`src/design/tssg_pkg.sv`:
```
// ----------------------------------------------------------------------------
// tssg_pkg
// shared types and constants of the triangle scanline span generator
// ----------------------------------------------------------------------------
package tssg_pkg;

    localparam int CB    = 11;                  // coordinate bits
    localparam int COL_W = 32;                  // packed rgba colour bits
    localparam int CNT_W = $clog2(CB);          // divider step counter bits

    localparam logic OP_LOAD = 1'b0;
    localparam logic OP_STEP = 1'b1;

    // one queued item: a step carries don't-care vertex fields
    typedef struct packed {
        logic             op;
        logic [CB-1:0]    lx;
        logic [CB-1:0]    ly;
        logic [CB-1:0]    mx;
        logic [CB-1:0]    my;
        logic [CB-1:0]    hx;
        logic [CB-1:0]    hy;
        logic [COL_W-1:0] colour;
    } t_cmd;

endpackage

```
`src/design/tssg_front.sv`:
```
// ----------------------------------------------------------------------------
// tssg_front
// takes input items and sorts load vertices by y (stable) into a queue entry
// ----------------------------------------------------------------------------
module tssg_front (
    input  logic                     i_operation,
    input  logic [tssg_pkg::CB-1:0]  i_ax,
    input  logic [tssg_pkg::CB-1:0]  i_ay,
    input  logic [tssg_pkg::CB-1:0]  i_bx,
    input  logic [tssg_pkg::CB-1:0]  i_by,
    input  logic [tssg_pkg::CB-1:0]  i_cx,
    input  logic [tssg_pkg::CB-1:0]  i_cy,
    input  logic [tssg_pkg::COL_W-1:0] i_colour_a,
    input  logic [tssg_pkg::COL_W-1:0] i_colour_b,
    input  logic [tssg_pkg::COL_W-1:0] i_colour_c,
    output tssg_pkg::t_cmd           o_cmd
);
    import tssg_pkg::*;

    typedef struct packed {
        logic [CB-1:0]    x;
        logic [CB-1:0]    y;
        logic [COL_W-1:0] c;
    } t_vtx;

    t_vtx v0, v1, v2, s0, s1, s2, t1, t2, u0, u1;

    // adjacent compare-swap with strict greater keeps equal rows in input order
    always_comb begin
        v0 = '{x: i_ax, y: i_ay, c: i_colour_a};
        v1 = '{x: i_bx, y: i_by, c: i_colour_b};
        v2 = '{x: i_cx, y: i_cy, c: i_colour_c};
        if (v0.y > v1.y) begin
            s0 = v1; s1 = v0;
        end else begin
            s0 = v0; s1 = v1;
        end
        s2 = v2;
        if (s1.y > s2.y) begin
            t1 = s2; t2 = s1;
        end else begin
            t1 = s1; t2 = s2;
        end
        if (s0.y > t1.y) begin
            u0 = t1; u1 = s0;
        end else begin
            u0 = s0; u1 = t1;
        end
        o_cmd.op     = i_operation;
        o_cmd.lx     = u0.x;
        o_cmd.ly     = u0.y;
        o_cmd.mx     = u1.x;
        o_cmd.my     = u1.y;
        o_cmd.hx     = t2.x;
        o_cmd.hy     = t2.y;
        o_cmd.colour = t2.c;
    end

endmodule

```
`src/design/tssg_queue.sv`:
```
// ----------------------------------------------------------------------------
// tssg_queue
// two-entry queue between front and back
// ----------------------------------------------------------------------------
module tssg_queue (
    input  logic           i_clk,
    input  logic           i_rst_n,
    input  logic           i_push,
    input  tssg_pkg::t_cmd i_cmd,
    output logic           o_full,
    input  logic           i_pop,
    output logic           o_avail,
    output tssg_pkg::t_cmd o_cmd
);
    import tssg_pkg::*;

    t_cmd       r_mem [2];
    logic       r_wp, r_rp;
    logic [1:0] r_cnt;

    assign o_full  = (r_cnt == 2'd2);
    assign o_avail = (r_cnt != 2'd0);
    assign o_cmd   = r_mem[r_rp];

    always_ff @(posedge i_clk) begin
        if (i_push) begin
            r_mem[r_wp] <= i_cmd;
        end
    end

    always_ff @(posedge i_clk) begin
        if (!i_rst_n) begin
            r_wp  <= 1'b0;
            r_rp  <= 1'b0;
            r_cnt <= 2'd0;
        end else begin
            if (i_push) begin
                r_wp <= ~r_wp;
            end
            if (i_pop) begin
                r_rp <= ~r_rp;
            end
            r_cnt <= r_cnt + {1'b0, i_push} - {1'b0, i_pop};
        end
    end

endmodule

```
`src/design/tssg_back.sv`:
```
// ----------------------------------------------------------------------------
// tssg_back
// triangle state, edge interpolation with a shared iterative divider, output
// ----------------------------------------------------------------------------
module tssg_back (
    input  logic                       i_clk,
    input  logic                       i_rst_n,
    input  logic                       i_avail,
    input  tssg_pkg::t_cmd             i_cmd,
    output logic                       o_pop,
    output logic                       o_valid,
    input  logic                       i_stall,
    output logic [tssg_pkg::CB-1:0]    o_span_row,
    output logic [tssg_pkg::CB-1:0]    o_span_left,
    output logic [tssg_pkg::CB-1:0]    o_span_right,
    output logic [tssg_pkg::COL_W-1:0] o_span_colour,
    output logic                       o_last_span
);
    import tssg_pkg::*;

    localparam logic [2:0] S_IDLE = 3'd0;
    localparam logic [2:0] S_SEL  = 3'd1;
    localparam logic [2:0] S_MUL  = 3'd2;
    localparam logic [2:0] S_DIV  = 3'd3;
    localparam logic [2:0] S_FIN  = 3'd4;
    localparam logic [2:0] S_OUT  = 3'd5;

    logic [2:0]       r_st;
    logic             r_busy, r_edge, r_neg, r_horiz, r_ov;
    logic [CB-1:0]    r_lx, r_ly, r_mx, r_my, r_hx, r_hy, r_row;
    logic [COL_W-1:0] r_col;
    logic [CB-1:0]    r_x0, r_dxa, r_t, r_den, r_low, r_left, r_right;
    logic [CB:0]      r_rem;
    logic [CNT_W-1:0] r_cnt;

    logic [CB-1:0]    x0, y0, x1, y1, quo, q, xv;
    logic [CB:0]      dx, rem2;
    logic [2*CB-1:0]  prod;
    logic             take_out;

    // edge selection: long edge first, then the active short edge
    always_comb begin
        if (!r_edge) begin
            x0 = r_lx; y0 = r_ly; x1 = r_hx; y1 = r_hy;
        end else if (r_my == r_hy || r_my > r_row) begin
            x0 = r_lx; y0 = r_ly; x1 = r_mx; y1 = r_my;
        end else begin
            x0 = r_mx; y0 = r_my; x1 = r_hx; y1 = r_hy;
        end
        dx   = {1'b0, x1} - {1'b0, x0};
        prod = r_dxa * r_t;
        rem2 = {r_rem[CB-1:0], r_low[CB-1]};
        quo  = r_low;
        q    = r_neg ? (~(quo + {{(CB-1){1'b0}}, (r_rem != '0)}) + 1'b1) : quo;
        xv   = r_horiz ? r_x0 : (r_x0 + q);
    end

    assign take_out = (r_st == S_OUT) && (!r_ov || !i_stall);
    assign o_pop    = (r_st == S_IDLE) && i_avail;
    assign o_valid  = r_ov;

    always_ff @(posedge i_clk) begin
        if (!i_rst_n) begin
            r_st   <= S_IDLE;
            r_busy <= 1'b0;
            r_ov   <= 1'b0;
            r_edge <= 1'b0;
            r_lx <= '0; r_ly <= '0; r_mx <= '0; r_my <= '0;
            r_hx <= '0; r_hy <= '0; r_row <= '0; r_col <= '0;
        end else begin
            if (r_ov && !i_stall) begin
                r_ov <= 1'b0;
            end
            case (r_st)
                S_IDLE: begin
                    if (i_avail) begin
                        if (i_cmd.op == OP_LOAD) begin
                            r_lx <= i_cmd.lx; r_ly <= i_cmd.ly;
                            r_mx <= i_cmd.mx; r_my <= i_cmd.my;
                            r_hx <= i_cmd.hx; r_hy <= i_cmd.hy;
                            r_col  <= i_cmd.colour;
                            r_row  <= i_cmd.ly;
                            r_busy <= 1'b1;
                        end else if (r_busy) begin
                            r_edge <= 1'b0;
                            r_st   <= S_SEL;
                        end
                    end
                end
                S_SEL: begin
                    r_x0    <= x0;
                    r_neg   <= dx[CB];
                    r_dxa   <= dx[CB] ? CB'(-dx) : dx[CB-1:0];
                    r_t     <= r_row - y0;
                    r_den   <= y1 - y0;
                    r_horiz <= (y1 == y0);
                    r_st    <= S_MUL;
                end
                S_MUL: begin
                    r_rem <= {1'b0, prod[2*CB-1:CB]};
                    r_low <= prod[CB-1:0];
                    r_cnt <= '0;
                    r_st  <= S_DIV;
                end
                S_DIV: begin
                    // one restoring step; quotient bits shift in from the right
                    if (rem2 >= {1'b0, r_den}) begin
                        r_rem <= rem2 - {1'b0, r_den};
                        r_low <= {r_low[CB-2:0], 1'b1};
                    end else begin
                        r_rem <= rem2;
                        r_low <= {r_low[CB-2:0], 1'b0};
                    end
                    r_cnt <= r_cnt + 1'b1;
                    if (r_cnt == CNT_W'(CB-1)) begin
                        r_st <= S_FIN;
                    end
                end
                S_FIN: begin
                    if (!r_edge) begin
                        r_right <= xv;
                        r_edge  <= 1'b1;
                        r_st    <= S_SEL;
                    end else begin
                        r_left <= xv;
                        r_st   <= S_OUT;
                    end
                end
                S_OUT: begin
                    if (take_out) begin
                        r_ov <= 1'b1;
                        if (r_row == r_hy) begin
                            r_busy <= 1'b0;
                        end else begin
                            r_row <= r_row + 1'b1;
                        end
                        r_st <= S_IDLE;
                    end
                end
                default: r_st <= S_IDLE;
            endcase
        end
    end

    always_ff @(posedge i_clk) begin
        if (take_out) begin
            o_span_row    <= r_row;
            o_span_left   <= (r_left > r_right) ? r_right : r_left;
            o_span_right  <= (r_left > r_right) ? r_left : r_right;
            o_span_colour <= r_col;
            o_last_span   <= (r_row == r_hy);
        end
    end

endmodule

```
`src/design/triangle_scanline_span_generator_top.sv`:
```
// ----------------------------------------------------------------------------
// triangle_scanline_span_generator_top
// scanline triangle span generator: sorted vertices in, one span per step out
// ----------------------------------------------------------------------------
// A load item (operation 0) sorts the three vertices by y, keeping equal rows
// in input order, and arms the block at the bottom row; it gives no result.
// Each step item (operation 1) then gives one span of the current row, from
// the long edge and the active short edge, ends in order, and moves up a row;
// the top row's span has last_span set. A step while idle is dropped. Items
// pass through a two-entry queue, so the input is taken while a span is being
// computed until the queue is full. In the back end a step is dequeued, then
// for each edge it runs a select step, a multiply step, the shared restoring
// divider over CB quotient bits and a finish step, then an output step, which
// waits while a stalled span still holds the output register. A load is taken
// in the dequeue step and needs no further work.
module triangle_scanline_span_generator_top (
    input  logic                       i_clk,
    input  logic                       i_rst_n,
    input  logic                       i_valid,
    output logic                       o_stall,
    input  logic                       i_operation,
    input  logic [tssg_pkg::CB-1:0]    i_ax,
    input  logic [tssg_pkg::CB-1:0]    i_ay,
    input  logic [tssg_pkg::CB-1:0]    i_bx,
    input  logic [tssg_pkg::CB-1:0]    i_by,
    input  logic [tssg_pkg::CB-1:0]    i_cx,
    input  logic [tssg_pkg::CB-1:0]    i_cy,
    input  logic [tssg_pkg::COL_W-1:0] i_colour_a,
    input  logic [tssg_pkg::COL_W-1:0] i_colour_b,
    input  logic [tssg_pkg::COL_W-1:0] i_colour_c,
    output logic                       o_valid,
    input  logic                       i_stall,
    output logic [tssg_pkg::CB-1:0]    o_span_row,
    output logic [tssg_pkg::CB-1:0]    o_span_left,
    output logic [tssg_pkg::CB-1:0]    o_span_right,
    output logic [tssg_pkg::COL_W-1:0] o_span_colour,
    output logic                       o_last_span
);
    import tssg_pkg::*;

    t_cmd front_cmd, q_cmd;
    logic q_full, q_avail, q_pop;

    // front: sort on the way in
    tssg_front u_front (
        .i_operation (i_operation),
        .i_ax (i_ax), .i_ay (i_ay),
        .i_bx (i_bx), .i_by (i_by),
        .i_cx (i_cx), .i_cy (i_cy),
        .i_colour_a (i_colour_a),
        .i_colour_b (i_colour_b),
        .i_colour_c (i_colour_c),
        .o_cmd (front_cmd)
    );

    // stall only when the queue is full
    assign o_stall = q_full;

    tssg_queue u_queue (
        .i_clk   (i_clk),
        .i_rst_n (i_rst_n),
        .i_push  (i_valid && !q_full),
        .i_cmd   (front_cmd),
        .o_full  (q_full),
        .i_pop   (q_pop),
        .o_avail (q_avail),
        .o_cmd   (q_cmd)
    );

    // back: triangle state, interpolation and output register
    tssg_back u_back (
        .i_clk         (i_clk),
        .i_rst_n       (i_rst_n),
        .i_avail       (q_avail),
        .i_cmd         (q_cmd),
        .o_pop         (q_pop),
        .o_valid       (o_valid),
        .i_stall       (i_stall),
        .o_span_row    (o_span_row),
        .o_span_left   (o_span_left),
        .o_span_right  (o_span_right),
        .o_span_colour (o_span_colour),
        .o_last_span   (o_last_span)
    );

endmodule

```
`config.mk`:
```
export PLATFORM = sky130hd
export DESIGN_NAME = triangle_scanline_span_generator_top
export DESIGN_NICKNAME = d
export VERILOG_FILES = /design/src/design/tssg_pkg.sv /design/src/design/tssg_front.sv /design/src/design/tssg_queue.sv /design/src/design/tssg_back.sv /design/src/design/triangle_scanline_span_generator_top.sv
export SDC_FILE = /design/constraint.sdc
export NUM_CORES = 1
export LEC_CHECK = 0
export ABC_AREA = 1
export BUFFER_PORTS_ARGS = -buffer_cell sky130_fd_sc_hd__buf_2
export CORE_MARGIN = 2
export CORE_UTILIZATION = 45
export CTS_CLUSTER_DIAMETER = 40
export DETAILED_ROUTE_END_ITERATION = 10
export GPL_TIMING_DRIVEN = 0
export HOLD_SLACK_MARGIN = 0.08
export PLACE_DENSITY = 0.63
export SLEW_MARGIN = 0
export SYNTH_ARGS = -nofsm -noshare
export SYNTH_HDL_FRONTEND = slang
export SYNTH_SLANG_ARGS = --single-unit
```
`constraint.sdc`:
```
create_clock -name i_clk -period 5.7 [get_ports i_clk]
set_clock_uncertainty 0.05 [all_clocks]
set_input_delay 1.14 -clock i_clk [delete_from_list [all_inputs] [get_ports i_clk]]
set_output_delay 1.14 -clock i_clk [all_outputs]
set_load 0.02 [all_outputs]
```
# --- Word-level counts from Yosys, hierarchy flattened ---
# Memories as Yosys holds them, arrays and structs flattened. A register that Yosys moved wholly into a read port is not among the register bits.
# Cells that the tools add are included.
word_totals:
  input_bits: 167
  memories: 1
  mem_bits_rw: 198
  ff_bits: 280
mem_list:
  columns: ["name", "words", "width", "rd", "rd_clocked_by_memory_dff", "write_ports", "line_no", "text"]
  rows:
  - ["u_queue.r_mem", 2, 99, 1, 1, 1, "tssg_queue.sv:17", "t_cmd r_mem [2];"]
classes:
  eq_ne: 18
  n_mul: 1
  n_reduce_logical: 24
  muxes: 52
  n_lt_le_gt_ge: 6
  n_addsub: 12
  bitwise_logic: 5
op_table:
  columns: ["operator", "count"]
  rows:
  - ["54-bit 2-to-1 mux", 6]
  - ["11-bit 2-to-1 mux", 17]
  - ["11-bit greater-than comparator", 5]
  - ["11-bit one-hot mux with 2 select lines", 2]
  - ["11-bit equality test", 3]
  - ["12-bit one-hot mux with 2 select lines", 1]
  - ["11-bit by 1-bit adder with 11-bit output, second input constant", 2]
  - ["11-bit by 11-bit multiplier with 22-bit output", 1]
  - ["11-bit subtractor", 2]
  - ["3-bit 2-to-1 mux", 6]
  - ["3-bit one-hot mux with 6 select lines", 1]
  - ["1-bit 2-to-1 mux", 15]
  - ["5-bit AND reduction", 3]
  - ["12-bit by 11-bit >= comparator with 1-bit output", 1]
  - ["12-bit 2-to-1 mux", 1]
  - ["12-bit nonzero test", 1]
  - ["11-bit by 11-bit subtractor with 12-bit output", 1]
  - ["12-bit by 11-bit subtractor with 12-bit output", 1]
  - ["11-bit by 1-bit adder with 11-bit output", 1]
  - ["11-bit adder", 1]
  - ["11-bit negator", 1]
  - ["11-bit inverter", 1]
  - ["2-bit by 1-bit inequality test with 1-bit output, second input constant", 5]
  - ["3-bit AND reduction", 3]
  - ["other kinds (19)", 37]

# --- Depth between registers and ports, before layout ---
logic_depth:
  depth_word: 7
  ltp_mapped: 31
  mapped_depth_nobuf: 28

# --- By module ---
# From an unflattened synthesis, not the netlist that was laid out.
hier_totals:
  cells_unflattened: 3271
  hier_area_um2: 29285.6
by_module_without_submodules:
  columns: ["mod", "cells_per_inst", "area_per_inst_um2", "seq_area_each_um2", "instances"]
  rows:
  - ["tssg_back", 2223, 18457.7, 7136.8, 1]
  - ["tssg_queue", 341, 7397.1, 6045.8, 1]
  - ["tssg_front", 705, 3420.8, 0.0, 1]
  - ["triangle_scanline_span_generator_top", 2, 10.0, 0.0, 1]

# --- Worst setup path after synthesis ---
# Ideal clock, no wire load.
synth_timing:
  kind: "input to register"
  from: "input port i_valid"
  to: "memory u_queue.r_mem[0][0] (netlist bit) (enable)"
  setup_time_ps: 558
  stages: 2
  slack_ps: -368
  arrival_time_ps: 5460
  path_buffers: 0
  cell_sequence: "o21ai_0 > nor2_1"
synth_between:
  elab_chain_cells: 3
synth_lines:
  columns: ["item", "line_no", "text"]
  rows:
  - ["start: declaration", "triangle_scanline_span_generator_top.sv:19", "input logic i_valid,"]
  - ["1-bit logical AND", "triangle_scanline_span_generator_top.sv:62", ".i_push (i_valid && !q_full),"]
  - ["1-bit 2-to-1 mux", "tssg_queue.sv:26", "if (i_push) begin"]
  - ["1-bit 2-to-1 mux (not written as such)", "tssg_queue.sv:27", "r_mem[r_wp] <= i_cmd;"]
  - ["end: declaration", "tssg_queue.sv:17", null]
# Every way passes these cells.

==> parameters.txt <==
Parameter                              Value

Status
  Outcome    complete, no violations

Synthesis
  Synth top cells by count    nand2_1, inv_1, a21oi_1
  Fraction of post-synthesis cell area in the top cell type by area    0.3772
  Count of warnings emitted by yosys    0
  Seq/Total Area, Yosys    0.4612
  Distinct cell type count after synthesis    59
  Post-Syn Area per Cell    around 8.9 µm²
  Largest cells by area after synthesis    edfxtp_1, dfxtp_1, nand2_1
  Flop and latch count out of synthesis    479
  Post-synth ARST share    0
  Cell accounting for the most synthesized area    edfxtp_1
  Post-synthesis instance total    around 3200
  Post-synth EDFFs    359
  Most frequent cell after synthesis    nand2_1
  Post-synthesis cell area    28580 µm²
  Synthesized netlist net count    3649
  Main synth FF type    edfxtp_1

Worst setup path
  Most frequent cell on the critical path    nand2_1
  Data required time at the worst endpoint    5.98 ns
  Maximum cell stage delay along the critical path    0.48 ns
  Maximum net fanout on the critical path    10
  Category of the worst setup path capture point    flop
  Startpoint Class    input port
  Worst setup path category    in -> reg
  Arrival time of the worst setup path    5.80 ns
  Slowest cell on crit path    o21ai_0

Route
  Wirelength, routed    75.73 mm
  Antenna Violating Nets Remaining    0
  1st-iter DRT viols    ~1500
  Drt pass-1 iters    5
  Per-cell via count in the routed design    5.121
  Average routed wire per standard cell    17.08 µm
  DRC    0
  Via count    22710

STA
  Final clock period utilization by the worst path    0.9697
  Count of final max-slew check failures    0
  Setup repair after global routing missed its margin    yes
  Hold Violations, Final    0
  Endpoints failing setup    0
  Setup slack of the critical path after layout    0.1726 ns
  Post-route minimum period    5.527 ns
  Max-Slew Margin vs Limit    0.3012
  Maximum achievable frequency    180.9 MHz
  Final hold slack    0.3748 ns
  Least-Margin Pin Slew    1.044 ns

Clock network
  Hold-fix buffers, CTS    0
  Clock buffer count from CTS    67
  H-Tree Level Count    3
  CTS tree    done
  Worst skew pair latency    just under 0.6 ns
  Clock Tree Root    clkbuf_16
  Register clock-pin slew on the reported worst setup and hold paths    ~0.060 ns
  CTS sink count    roughly 480
  Clock buffer depth    3

Place
  Placed inst area    31040 µm²
  Worst slack at placement    -0.8159 ns
  Half-perimeter wire length after detailed placement    59.38 mm
  Placer Congestion    0.9385
  Inst Count DP    4311
  Number of I/O port buffers    234

GRT
  Wire length of the first global-routing pass    120.7 mm
  GRT Resource Usage Total    0.2335
  Antenna violations before repair    2
  Largest net degree at the start of global routing    37
  Global route overflow    0
  Vias in the first global route    22390

Die
  Core Box Area    62970 µm²
  Number of top-level design ports    between 200 and 250
  Vertical die dimension    256.0 µm
  Num rows    92
  Die X-Extent    256.0 µm
  Initial core utilization    0.4540
  DIE AREA    65550 µm²

Cells and area
  Number of fillers in the final layout    5831
  Final non-filler cell total    between 4000 and 5000
  Ratio of cells with drive above 1 in the final layout    0.1399
  Summed area of non-filler cells in the final layout    33550 µm²
  Final #Nets    3961
  Area growth, synth to finish    17.36%

Job
  Number of maximum-capacitance constraint violations    0

Hold path
  Worst Hold Class    reg -> reg
-- what timing repair did --
item / 4_1_cts / 5_1_grt
buffers inserted: 0 / 11
endpoints found under the setup margin: 78 / 92
gates resized for setup: 20 / 68
pin swaps: 0 / 4
-- critical path, delay by kind of cell --
kind                     cells  cell delay [ns]
AND/OR/NAND/NOR             13             1.86
buffers and inverters        7             0.93
AO/OA/AOI/OAI                5             1.15
adder cells (fa/ha/maj)      3             0.71
-- flip-flops by register name (all words and copies together), names as in the netlist, 12 cells and up, named ones only --
name	count
u_back.r_rem	12
u_queue.r_mem	198
u_back.o_span_colour	32
u_back.r_col	32
-- worst paths after layout --
check | start | endpoint | slack [ns] | cells past startpoint
max | i_by[6] | u_queue.r_mem[1][72]$_DFFE_PP_ | 0.17 | 28
min reg2reg | u_back.r_col[30]$_SDFFE_PN0P_ | u_back.o_span_colour[30]$_DFFE_PP_ | 0.37 | 0
min | u_back.r_col[30]$_SDFFE_PN0P_ | u_back.o_span_colour[30]$_DFFE_PP_ | 0.37 | 0
max reg2reg | u_back.r_dxa[1]$_DFFE_PP_ | u_back.r_rem[10]$_DFFE_PP_ | 0.29 | 19
-- cell usage in the layout (no fill, tap or decap), types with 6 or more instances in the layout --
cell	instances
o21ai_2	15
inv_1	456
nor2_1	229
nand4_1	16
o21ai_0	299
buf_2	265
nor4_1	7
fa_1	85
a211oi_1	9
buf_12	10
clkbuf_16	69
nand2_1	593
dfxtp_1	120
o21ai_1	32
buf_4	19
or2_2	11
a21oi_1	368
mux2_2	9
nand3_1	91
clkbuf_1	71
inv_6	10
nand2_2	6
xnor2_1	26
inv_2	7
mux2i_1	15
clkinv_1	7
a31oi_1	7
ha_1	175
xor2_1	54
clkinvlp_4	9
nor3_1	17
edfxtp_1	359
buf_6	7
bufinv_16	9
o21a_1	12
a21o_1	9
clkbuf_2	10
-- layer usage --
| layer | up-vias | global-route usage | wire length, µm |
|---|---|---|---|
| li1 | 11400 | - | - |
| met1 | 10520 | 0.3053 | 32930 |
| met2 | 639 | 0.3841 | 35600 |
| met3 | 151 | 0.03882 | 4104 |
| met4 | 2 | 0.09990 | 3096 |
| met5 | - | 0 | 8 |
-- metrics by stage --
stage          setup TNS (ns)  utilization
6_report                    0       0.5328
5_1_grt               -0.1117       0.5327
4_1_cts                     0       0.5297
3_5_place_dp           -59.49       0.4930
3_3_place_gp          -696.47       0.4894
2_1_floorplan          -72.93            -
-- cell families after synthesis --
group	after synthesis	synth area share
xor gates and xnor gates	81	0.02508
AOI/OAI and AO/OA	775	0.1415
DFF	479	0.4612
muxes	24	0.008798
adders and majority gates	261	0.1366
buffers and inverters	603	0.08330
and+or+nand+nor	998	0.1436
-- cell type report --
class / count / area, µm² / share of cell area
multi-input cells: 2139 / 13160 / 0.3924
diodes: 2 / 5.005 / 0.0001492
clock buffers: 78 / 1760 / 0.05248
flip-flops and latches: 479 / 13180 / 0.3930
inverters: 465 / 1745 / 0.05203
repair buffers: 255 / 1461 / 0.04356
plain buffers: 126 / 625.6 / 0.01865
well taps: 846 / 1059 / 0.03155
clock inverters: 45 / 544.3 / 0.01622
Power is not shown: default switching activity piles up to over one toggle a cycle in this logic, so the estimate is an artifact.
